[config.mk]
export PLATFORM = sky130hd
export DESIGN_NAME = torque_limit_rate_pwm_controller_core
export DESIGN_NICKNAME = d
export VERILOG_FILES = /design/src/hw/rtl/tlrpc_pkg.sv /design/src/hw/rtl/torque_limit_rate_pwm_controller_core.sv /design/src/hw/rtl/tlrpc_dpath.sv /design/src/hw/rtl/tlrpc_ctrl.sv
export SDC_FILE = /design/constraint.sdc
export NUM_CORES = 1
export LEC_CHECK = 0
export BUFFER_PORTS_ARGS = -buffer_cell sky130_fd_sc_hd__buf_2
export CORE_MARGIN = 3
export CORE_UTILIZATION = 65
export CTS_CLUSTER_SIZE = 24
export DETAILED_ROUTE_END_ITERATION = 8
export PLACE_DENSITY = 0.87
export RECOVER_POWER = 25
export SLEW_MARGIN = 20
export SYNTH_ARGS = -nofsm -noshare
export SYNTH_HDL_FRONTEND = slang
export SYNTH_HIERARCHICAL = 1
export SYNTH_SLANG_ARGS = --single-unit
[constraint.sdc]
create_clock -name clk -period 10.7 [get_ports clk]
set_input_delay 1.605 -clock clk [delete_from_list [all_inputs] [get_ports clk]]
set_output_delay 1.605 -clock clk [all_outputs]
set_load 0.02 [all_outputs]
[src/hw/rtl/tlrpc_pkg.sv]
`timescale 1ns / 1ps

package tlrpc_pkg;

	// Configuration port geometry.
	localparam int CfgIdxW  = 2;
	localparam int CfgDataW = 16;

	// Configuration register indexes.
	localparam logic [CfgIdxW-1:0] REG_MAX_STEP   = 2'd0;
	localparam logic [CfgIdxW-1:0] REG_CUR_LIMIT  = 2'd1;
	localparam logic [CfgIdxW-1:0] REG_TEMP_LIMIT = 2'd2;
	localparam logic [CfgIdxW-1:0] REG_FULL_SCALE = 2'd3;

	// Configuration reset values.
	localparam logic [14:0]        MAX_STEP_RST   = 15'd256;
	localparam logic signed [15:0] CUR_LIMIT_RST  = 16'sd32767;
	localparam logic signed [15:0] TEMP_LIMIT_RST = 16'sd32767;
	localparam logic [14:0]        FULL_SCALE_RST = 15'd25600;

	// Number of quotient bits produced by the serial divider.
	localparam int DivSteps = 16;
	localparam int DivCntW  = $clog2(DivSteps + 1);

	// One control tick.
	typedef struct packed {
		logic signed [15:0] phase_current;
		logic signed [15:0] temperature;
		logic signed [15:0] driver_torque;
		logic signed [15:0] safety_torque;
		logic signed [15:0] thermal_torque;
	} in_item_t;

	// One result.
	typedef struct packed {
		logic signed [15:0] final_torque;
		logic [16:0]        duty_a;
		logic [16:0]        duty_b;
		logic [16:0]        duty_c;
		logic               fault_active;
	} out_item_t;

	// Commands from the sequencer to the datapath.
	typedef struct packed {
		logic capture;
		logic calc;
		logic limit;
		logic div_init;
		logic div_step;
		logic load_out;
		logic out_run;
		logic out_fault;
	} ctrl_cmd_t;

	// Status from the datapath to the sequencer.
	typedef struct packed {
		logic trip;
		logic div_done;
		logic out_free;
	} dp_status_t;

endpackage

[src/hw/rtl/torque_limit_rate_pwm_controller_core.sv]
`timescale 1ns / 1ps

// Torque limit, rate limit and PWM duty controller.
// Input channel (in_valid/in_ready/in_data): one control tick per transfer,
// carrying phase current, temperature and three torque requests.
// Output channel (out_valid/out_ready/out_data): exactly one result per tick,
// with final torque, three phase duties and the fault flag.
// Configuration port (cfg_wr_en/cfg_index/cfg_wdata): single-cycle register
// writes, to be issued only while no tick is in flight.
// Ticks outside run mode go from capture through calc to finish; a run tick
// adds the limit state, where a trip sends it to finish, or else the divider
// init and divide states, with no divide steps when the duty saturates or
// the torque is zero. A new tick is taken only once the last is loaded; the
// 16-step serial divider that scales torque into duty sets the worst case.
// Reset puts the sequencer in init mode, clears the previous torque and
// loads the register defaults; the output register comes up empty.
// The output register lets the next tick be taken while a result waits; if
// the receiver stalls, the finished tick waits before its result is loaded.
module torque_limit_rate_pwm_controller_core (
	input  logic                            clk,
	input  logic                            arst_n,
	input  logic                            cfg_wr_en,
	input  logic [tlrpc_pkg::CfgIdxW-1:0]   cfg_index,
	input  logic [tlrpc_pkg::CfgDataW-1:0]  cfg_wdata,
	input  logic                            in_valid,
	output logic                            in_ready,
	input  tlrpc_pkg::in_item_t             in_data,
	output logic                            out_valid,
	input  logic                            out_ready,
	output tlrpc_pkg::out_item_t            out_data
);
	import tlrpc_pkg::*;

	ctrl_cmd_t  cmd;
	dp_status_t status;

	// Tick sequencer and handshake control.
	tlrpc_ctrl u_ctrl (
		.clk      (clk),
		.arst_n   (arst_n),
		.in_valid (in_valid),
		.in_ready (in_ready),
		.status   (status),
		.cmd      (cmd)
	);

	// Limits, rate limit, serial divider and output register.
	tlrpc_dpath u_dpath (
		.clk       (clk),
		.arst_n    (arst_n),
		.cfg_wr_en (cfg_wr_en),
		.cfg_index (cfg_index),
		.cfg_wdata (cfg_wdata),
		.in_data   (in_data),
		.cmd       (cmd),
		.status    (status),
		.out_valid (out_valid),
		.out_ready (out_ready),
		.out_data  (out_data)
	);

endmodule

[src/hw/rtl/tlrpc_dpath.sv]
`timescale 1ns / 1ps

module tlrpc_dpath (
	input  logic                            clk,
	input  logic                            arst_n,
	input  logic                            cfg_wr_en,
	input  logic [tlrpc_pkg::CfgIdxW-1:0]   cfg_index,
	input  logic [tlrpc_pkg::CfgDataW-1:0]  cfg_wdata,
	input  tlrpc_pkg::in_item_t             in_data,
	input  tlrpc_pkg::ctrl_cmd_t            cmd,
	output tlrpc_pkg::dp_status_t           status,
	output logic                            out_valid,
	input  logic                            out_ready,
	output tlrpc_pkg::out_item_t            out_data
);
	import tlrpc_pkg::*;

	logic [14:0]        max_step_q;
	logic signed [15:0] cur_lim_q;
	logic signed [15:0] temp_lim_q;
	logic [14:0]        full_scale_q;

	in_item_t           in_q;
	logic               trip_q;
	logic signed [15:0] target_q;
	logic signed [15:0] prev_q;
	logic signed [15:0] torque_q;

	logic               neg_q;
	logic [15:0]        rem_q;
	logic [16:0]        quot_q;
	logic [DivCntW-1:0] cnt_q;

	out_item_t          out_q;
	logic               out_valid_q;

	logic signed [15:0] min_ab;
	logic signed [15:0] min_abc;
	logic               trip;
	logic signed [16:0] prev_x;
	logic signed [16:0] step_x;
	logic signed [16:0] delta;
	logic signed [16:0] sum_up;
	logic signed [16:0] sum_dn;
	logic signed [15:0] limited;
	logic [15:0]        mag;
	logic [16:0]        rem_dbl;
	logic               rem_ge;
	logic signed [17:0] base;
	logic [17:0]        ofs;
	logic [16:0]        duty_a;
	logic [16:0]        duty_b;

	// Configuration registers, written by index.
	always_ff @(posedge clk or negedge arst_n) begin
		if (!arst_n) begin
			max_step_q   <= MAX_STEP_RST;
			cur_lim_q    <= CUR_LIMIT_RST;
			temp_lim_q   <= TEMP_LIMIT_RST;
			full_scale_q <= FULL_SCALE_RST;
		end else if (cfg_wr_en) begin
			case (cfg_index)
				REG_MAX_STEP:   max_step_q   <= cfg_wdata[14:0];
				REG_CUR_LIMIT:  cur_lim_q    <= $signed(cfg_wdata);
				REG_TEMP_LIMIT: temp_lim_q   <= $signed(cfg_wdata);
				REG_FULL_SCALE: full_scale_q <= cfg_wdata[14:0];
				default: ;
			endcase
		end
	end

	// Trip check and the smallest of the three torque requests.
	always_comb begin
		min_ab  = (in_q.driver_torque < in_q.safety_torque) ?
			in_q.driver_torque : in_q.safety_torque;
		min_abc = (min_ab < in_q.thermal_torque) ? min_ab : in_q.thermal_torque;
		trip    = (in_q.phase_current > cur_lim_q) || (in_q.temperature > temp_lim_q);
	end

	// Rate limit against the previous torque, at 17 bits so nothing wraps.
	always_comb begin
		prev_x = {prev_q[15], prev_q};
		step_x = $signed({2'b00, max_step_q});
		delta  = $signed({target_q[15], target_q}) - prev_x;
		sum_up = prev_x + step_x;
		sum_dn = prev_x - step_x;
		if (delta > step_x) begin
			limited = sum_up[15:0];
		end else if (delta < -step_x) begin
			limited = sum_dn[15:0];
		end else begin
			limited = target_q;
		end
	end

	// Divider operand and one restoring step.
	always_comb begin
		mag     = torque_q[15] ? (~$unsigned(torque_q) + 16'd1) : $unsigned(torque_q);
		rem_dbl = {rem_q, 1'b0};
		rem_ge  = (rem_dbl >= {2'b00, full_scale_q});
	end

	// Signed duty base and the phase duties; phase C reuses the phase B duty.
	always_comb begin
		base   = neg_q ? -$signed({1'b0, quot_q}) : $signed({1'b0, quot_q});
		ofs    = $unsigned(base) + 18'd65536;
		duty_a = ofs[17:1];
		duty_b = 17'd49152 - {1'b0, ofs[17:2]};
	end

	// Operand and intermediate registers.
	always_ff @(posedge clk) begin
		if (cmd.capture) begin
			in_q <= in_data;
		end
		if (cmd.calc) begin
			trip_q   <= trip;
			target_q <= min_abc;
		end
		if (cmd.limit) begin
			torque_q <= limited;
		end
	end

	// Previous torque register; reset clears it.
	always_ff @(posedge clk or negedge arst_n) begin
		if (!arst_n) begin
			prev_q <= '0;
		end else if (cmd.limit) begin
			prev_q <= limited;
		end
	end

	// Serial divider: magnitude * 65536 / full scale, saturating at 65536.
	always_ff @(posedge clk or negedge arst_n) begin
		if (!arst_n) begin
			cnt_q <= '0;
		end else if (cmd.div_init) begin
			if (torque_q == 16'sd0 || full_scale_q == 15'd0 ||
					mag >= {1'b0, full_scale_q}) begin
				cnt_q <= '0;
			end else begin
				cnt_q <= DivCntW'(DivSteps);
			end
		end else if (cmd.div_step) begin
			cnt_q <= cnt_q - DivCntW'(1);
		end
	end

	always_ff @(posedge clk) begin
		if (cmd.div_init) begin
			neg_q <= torque_q[15];
			rem_q <= mag;
			if (torque_q == 16'sd0) begin
				quot_q <= '0;
			end else if (full_scale_q == 15'd0 || mag >= {1'b0, full_scale_q}) begin
				quot_q <= 17'd65536;
			end else begin
				quot_q <= '0;
			end
		end else if (cmd.div_step) begin
			rem_q  <= rem_ge ? 16'(rem_dbl - {2'b00, full_scale_q}) : rem_dbl[15:0];
			quot_q <= {quot_q[15:0], rem_ge};
		end
	end

	// Output register: filled on command, emptied by an output transfer.
	always_ff @(posedge clk or negedge arst_n) begin
		if (!arst_n) begin
			out_valid_q <= 1'b0;
		end else if (cmd.load_out) begin
			out_valid_q <= 1'b1;
		end else if (out_ready) begin
			out_valid_q <= 1'b0;
		end
	end

	always_ff @(posedge clk) begin
		if (cmd.load_out) begin
			if (cmd.out_run) begin
				out_q.final_torque <= torque_q;
				out_q.duty_a       <= duty_a;
				out_q.duty_b       <= duty_b;
				out_q.duty_c       <= duty_b;
			end else begin
				out_q.final_torque <= '0;
				out_q.duty_a       <= '0;
				out_q.duty_b       <= '0;
				out_q.duty_c       <= '0;
			end
			out_q.fault_active <= cmd.out_fault;
		end
	end

	assign out_valid       = out_valid_q;
	assign out_data        = out_q;
	assign status.trip     = trip_q;
	assign status.div_done = (cnt_q == '0);
	assign status.out_free = !out_valid_q || out_ready;

`ifndef SYNTH
	// A step is never issued once the quotient is complete.
	assert property (@(posedge clk) disable iff (!arst_n)
		cmd.div_step |-> cnt_q != '0)
		else $error("divider stepped past its last bit");

	// Duties of a run result stay within the full duty range.
	assert property (@(posedge clk) disable iff (!arst_n)
		cmd.load_out && cmd.out_run |-> duty_a <= 17'd65536 && duty_b <= 17'd49152)
		else $error("duty out of range");

	// A result held under stall does not change.
	assert property (@(posedge clk) disable iff (!arst_n)
		out_valid_q && !out_ready |=> $stable(out_q))
		else $error("held result changed");
`endif

endmodule

[src/hw/rtl/tlrpc_ctrl.sv]
`timescale 1ns / 1ps

module tlrpc_ctrl (
	input  logic                    clk,
	input  logic                    arst_n,
	input  logic                    in_valid,
	output logic                    in_ready,
	input  tlrpc_pkg::dp_status_t   status,
	output tlrpc_pkg::ctrl_cmd_t    cmd
);
	import tlrpc_pkg::*;

	// Operating modes of the control sequencer.
	localparam logic [2:0] MODE_INIT     = 3'd0;
	localparam logic [2:0] MODE_READY    = 3'd1;
	localparam logic [2:0] MODE_RUN      = 3'd2;
	localparam logic [2:0] MODE_FAULT    = 3'd3;
	localparam logic [2:0] MODE_SHUTDOWN = 3'd4;

	// Per-tick processing states.
	localparam logic [2:0] ST_IDLE   = 3'd0;
	localparam logic [2:0] ST_CALC   = 3'd1;
	localparam logic [2:0] ST_LIMIT  = 3'd2;
	localparam logic [2:0] ST_DINIT  = 3'd3;
	localparam logic [2:0] ST_DIV    = 3'd4;
	localparam logic [2:0] ST_FINISH = 3'd5;

	logic [2:0] state_q;
	logic [2:0] state_nxt;
	logic [2:0] mode_q;
	logic [2:0] mode_nxt;
	logic       res_run_q;
	logic       res_run_nxt;
	logic       res_fault_q;
	logic       res_fault_nxt;

	assign in_ready = (state_q == ST_IDLE);

	// Next state, mode update and datapath commands.
	always_comb begin
		state_nxt     = state_q;
		mode_nxt      = mode_q;
		res_run_nxt   = res_run_q;
		res_fault_nxt = res_fault_q;
		cmd           = '0;
		cmd.out_run   = res_run_q;
		cmd.out_fault = res_fault_q;
		case (state_q)
			ST_IDLE: begin
				cmd.capture = in_valid;
				if (in_valid) begin
					state_nxt = ST_CALC;
				end
			end
			ST_CALC: begin
				cmd.calc      = 1'b1;
				res_run_nxt   = 1'b0;
				res_fault_nxt = 1'b0;
				state_nxt     = ST_FINISH;
				case (mode_q)
					MODE_INIT:  mode_nxt = MODE_READY;
					MODE_READY: mode_nxt = MODE_RUN;
					MODE_RUN:   state_nxt = ST_LIMIT;
					MODE_FAULT: begin
						res_fault_nxt = 1'b1;
						mode_nxt      = MODE_SHUTDOWN;
					end
					default: ;
				endcase
			end
			ST_LIMIT: begin
				if (status.trip) begin
					mode_nxt  = MODE_FAULT;
					state_nxt = ST_FINISH;
				end else begin
					cmd.limit   = 1'b1;
					res_run_nxt = 1'b1;
					state_nxt   = ST_DINIT;
				end
			end
			ST_DINIT: begin
				cmd.div_init = 1'b1;
				state_nxt    = ST_DIV;
			end
			ST_DIV: begin
				if (status.div_done) begin
					state_nxt = ST_FINISH;
				end else begin
					cmd.div_step = 1'b1;
				end
			end
			ST_FINISH: begin
				if (status.out_free) begin
					cmd.load_out = 1'b1;
					state_nxt    = ST_IDLE;
				end
			end
			default: state_nxt = ST_IDLE;
		endcase
	end

	always_ff @(posedge clk or negedge arst_n) begin
		if (!arst_n) begin
			state_q     <= ST_IDLE;
			mode_q      <= MODE_INIT;
			res_run_q   <= 1'b0;
			res_fault_q <= 1'b0;
		end else begin
			state_q     <= state_nxt;
			mode_q      <= mode_nxt;
			res_run_q   <= res_run_nxt;
			res_fault_q <= res_fault_nxt;
		end
	end

`ifndef SYNTH
	// A fault result is only delivered once the sequencer has shut down.
	assert property (@(posedge clk) disable iff (!arst_n)
		cmd.load_out && cmd.out_fault |-> mode_q == MODE_SHUTDOWN)
		else $error("fault result outside shutdown");

	// A result is loaded only when the output register can take it.
	assert property (@(posedge clk) disable iff (!arst_n)
		cmd.load_out |-> status.out_free)
		else $error("result loaded over a held result");

	// A run result and a fault flag never come together.
	assert property (@(posedge clk) disable iff (!arst_n)
		cmd.load_out |-> !(cmd.out_run && cmd.out_fault))
		else $error("run result flagged as fault");

	// After a completed load the sequencer is ready for the next tick.
	assert property (@(posedge clk) disable iff (!arst_n)
		cmd.load_out |=> in_ready)
		else $error("not idle after result load");
`endif

endmodule
==> impl_metrics.py <==
metrics = {
    "cts": {
        "htree_levels": 1,
        "cts_tree": "yes",
        "clock_latency_ns": 0.57,
        "cts_buffers": 30,
        "cts-root-buf": "clkbuf_16",
        "cts.sinks": 289,
        "cts_setup_buffers": 0,
        "holdBufCountCts": 0,
        "clockBufferDepth": 3,
        "clk_pin_slew_ns": 0.06,
        "ctsResizeCount": 0,
    },
    "yosys": {
        "synth_edf_count": 197,
        "synthArstFlopShare_pct": 31.8,
        "synthSimpleGateAreaFrac_pct": 14.0,
        "yosysWarningCount": 6,
        "syn_nets": 1984,
        "synth_area_um2": 18200,
        "synth_top_family_by_area": "simple AND/OR/NAND/NOR gates",
        "avgSynthCellArea_um2": 10.7,
        "synth_compound_area_share_pct": 12.3,
        "synth.area.mux_share_pct": 6.72,
        "ys_seq_area_share_pct": 45.4,
        "synth-xor-area-share_pct": 3.80,
        "ys.flop_type": "edfxtp_1",
        "syn_inst": 1700,
        "ys_types": 87,
        "synth-seq-cells": 289,
        "yosys.area_share.adder_pct": 12.6,
    },
    "timing": {
        "tightest_slew_ns": 1.90,
        "min_period_ns": 5.86,
        "finalWorstSetupSlack_ns": 4.84,
        "max_freq_ghz": 0.171,
        "slew_headroom_pct": -26.7,
        "fin_hold_ws_ns": 0.487,
        "grt_setup_unrepaired": "false",
        "setup_violations": 0,
        "clock_skew_ns": 0.0104,
        "period_share_pct": 54.8,
        "finalHoldViolations": 0,
        "slew_viol_final": 81,
        "tns_ns": 0,
    },
    "layout": {
        "n_antenna_cell": 0,
        "layout.cells.non_filler": 2243,
        "fin_area_um2": 20300,
        "syn2layout_area_growth_pct": 11.3,
        "fin_util_pct": 74.4,
        "nets": 2131,
        "drive_gt1_share_pct": 19.8,
    },
    "routing": {
        "drt_iter0_drc": 1220,
        "routed_wl_mm": 42.9,
        "via_per_inst": 6.07,
        "ant_nets": 0,
        "first_pass_iters": 7,
        "vias": 13600,
        "post_drt_wl_per_cell_um": 19.1,
        "drc": 0,
    },
    "power_and_ir_drop": {
        "switching_share_pct": 41.5,
        "seqPwrFrac_pct": 30.2,
        "switching_power_mw": 2.54,
        "p_per_area_nw_per_um2": 302,
        "p_leak_nw": 8.71,
        "p_comb_share_pct": 51.8,
        "peakVddDrop_mv": 0.198,
        "pwr-share-clk_pct": 18.0,
        "p_int_mw": 3.58,
        "power_mw": 6.12,
    },
    "grt": {
        "gr-usage-all-layers_pct": 28.1,
        "grt_max_degree": 78,
        "overflow": 0,
        "antenna_found_initial": 1,
        "grt_pass1_wl_mm": 69.1,
        "grt_pass1_vias": 13500,
    },
    "floorplanning": {
        "io_pins": 173,
        "initial_core_util_pct": 66.8,
        "die_w_um": 173,
        "fp.coreArea_um2": 27300,
        "rows": 60,
        "die_h_um": 173,
        "dieArea_um2": 30100,
    },
    "setup_path": {
        "start_kind": "flip-flop",
        "cpPeakStageDelay_ns": 0.61,
        "r2r_cells": 17,
        "cp_top_family": "compound AO/OA/AOI/OAI gates",
        "crit_path_end_kind": "flip-flop",
        "r2r_slack_ns": 4.84,
        "crit_slowest_cell": "a31oi_1",
        "r2r_end": "u_dpath/target_q[10]",
        "critical_path_required_ns": 11.01,
        "crit_buf_inv": 1,
        "cp_common_cell": "ha_1",
        "path_cells": "ha_1, and4_1, nand3_1, a2111oi_0, nand2_1, a31oi_1, buf_4, mux2_2, ha_1, a21o_1, a21oi_1, nor2b_1, o31ai_1, nand4_1, o21bai_1, a41oi_2, mux2_1",
        "r2r-start": "u_dpath/in_q[47]",
        "cp.arrival_ns": 6.17,
        "criticalPathCategory": "reg2reg",
        "worstPathMaxFanout": 15,
    },
    "place": {
        "dp_hpwl_mm": 32.6,
        "dp_slack_ns": 4.99,
        "port_buffers": 172,
        "dp_cells": 2187,
        "gp_congestion": 0.944,
        "placed_cell_area_um2": 19200,
    },
    "worst_hold_path": {
        "min_to": "u_dpath/out_data[0]",
        "hp-start": "u_ctrl/res_fault_q",
        "min_path_type": "reg2reg",
        "worstHoldPathCells": 0,
    },
    "outcome": {
        "violations": "max-capacitance violations, max-slew violations",
        "status": "finished with violations",
    },
    "job": {
        "max-cap-violations": 2,
    },
}
## worst max-delay path by stage
stage / slack, ns / cells after the start / from / to
after floorplan: 5.78 / 20 / u_dpath/in_q[47] / u_dpath/target_q[10]
after global placement: 5.37 / 22 / u_dpath/target_q[0] / u_dpath/prev_q[2]
after detailed placement: 4.99 / 17 / u_dpath/in_q[47] / u_dpath/target_q[9]
after CTS: 4.95 / 17 / u_dpath/in_q[47] / u_dpath/target_q[10]
after global routing: 4.47 / 17 / u_dpath/in_q[47] / u_dpath/target_q[10]
final: 4.84 / 17 / u_dpath/in_q[47] / u_dpath/target_q[10]
## flip-flops by register name (all words and copies together), names as in the netlist
name                  flops
u_ctrl/mode_q             3
u_ctrl/res_fault_q        1
u_ctrl/res_run_q          1
u_ctrl/state_q            3
u_dpath/cnt_q             5
u_dpath/cur_lim_q        16
u_dpath/full_scale_q     15
u_dpath/in_q             80
u_dpath/max_step_q       15
u_dpath/neg_q             1
u_dpath/out_data         50
u_dpath/out_valid         1
u_dpath/prev_q           16
u_dpath/quot_q           17
u_dpath/rem_q            16
u_dpath/target_q         16
u_dpath/temp_lim_q       16
u_dpath/torque_q         16
u_dpath/trip_q            1
## cell type report
cell class	count	area, um2
clock buffer	36	783
clock inverter	20	264
fill	1857	6990
inverter	154	578
multi-input combinational	1191	9000
sequential	289	8260
tap	372	465
timing repair buffer	181	912
## cell usage after synthesis, drive strengths merged (14+ instances only)
cell | number | area (um2)
nor2 | 112 | 420
mux2i | 19 | 190
nor3 | 36 | 180
nand4 | 17 | 106
edfxtp | 197 | 5920
dfstp | 34 | 893
a31oi | 15 | 100
a21o | 41 | 310
nor2b | 45 | 284
nand2b | 21 | 131
and2 | 44 | 275
dfrtp | 58 | 1450
o21a | 21 | 158
ha | 177 | 2210
mux2 | 91 | 1030
xnor2 | 59 | 517
clkbuf | 33 | 124
o31ai | 14 | 105
xor2 | 20 | 175
nor4 | 21 | 138
nand2 | 108 | 405
buf | 33 | 246
or3 | 14 | 87.6
nand3 | 23 | 115
inv | 153 | 574
a21oi | 81 | 405
o21ai | 67 | 335
## power by group through the flow
| stage | sequential [mW] | clock (mW) | combinational, mW |
|---|---|---|---|
| 6_report | 1.85 | 1.10 | 3.17 |
| 5_1_grt | 1.88 | 1.16 | 3.51 |
| 4_1_cts | 1.84 | 1.12 | 3.14 |
| 3_5_place_dp | 1.86 | 0 | 3.11 |
| 3_3_place_gp | 1.85 | 0 | 3.02 |
| 2_1_floorplan | 1.86 | 0 | 2.38 |
## layout by cell type (no fill, tap or decap), drive strengths merged, types with 34 or more instances in the layout
cell,instances
buf,174
ha,177
and2,44
a21oi,81
o21ai,67
nand2,108
mux2,91
dfstp,34
edfxtp,197
nor2b,45
clkbuf,43
nor2,112
nor3,36
a21o,41
inv,155
xnor2,59
dfrtp,58
## per-layer routing
layer  wire length [um]  GRT usage (%)  vias to the layer above
met5                 13              0                        -
met4               1890           11.6                        2
met3               2580           3.42                      116
met2              21000           48.2                      539
met1              17500           36.2                     6515
li1                   -              -                     6432
## cells by family after synthesis
| logic type | Yosys count |
|---|---|
| AOI/OAI and AO/OA | 330 |
| xor gates and xnor gates | 79 |
| adders and majority gates | 181 |
| buffers and inverters | 220 |
| DFF | 289 |
| muxes | 110 |
| and+or+nand+nor | 491 |
## worst register-to-register path: stages, from the launching register on
cell and delay [ns]:
edfxtp_1 0.43, ha_1 0.43, and4_1 0.23, nand3_1 0.11, a2111oi_0 0.57, nand2_1 0.16, a31oi_1 0.61, buf_4 0.30
mux2_2 0.36, ha_1 0.30, a21o_1 0.18, a21oi_1 0.15, nor2b_1 0.06, o31ai_1 0.26, nand4_1 0.16, o21bai_1 0.29
a41oi_2 0.51, mux2_1 0.50
No activity file was read; power rests on OpenSTA's default activity.
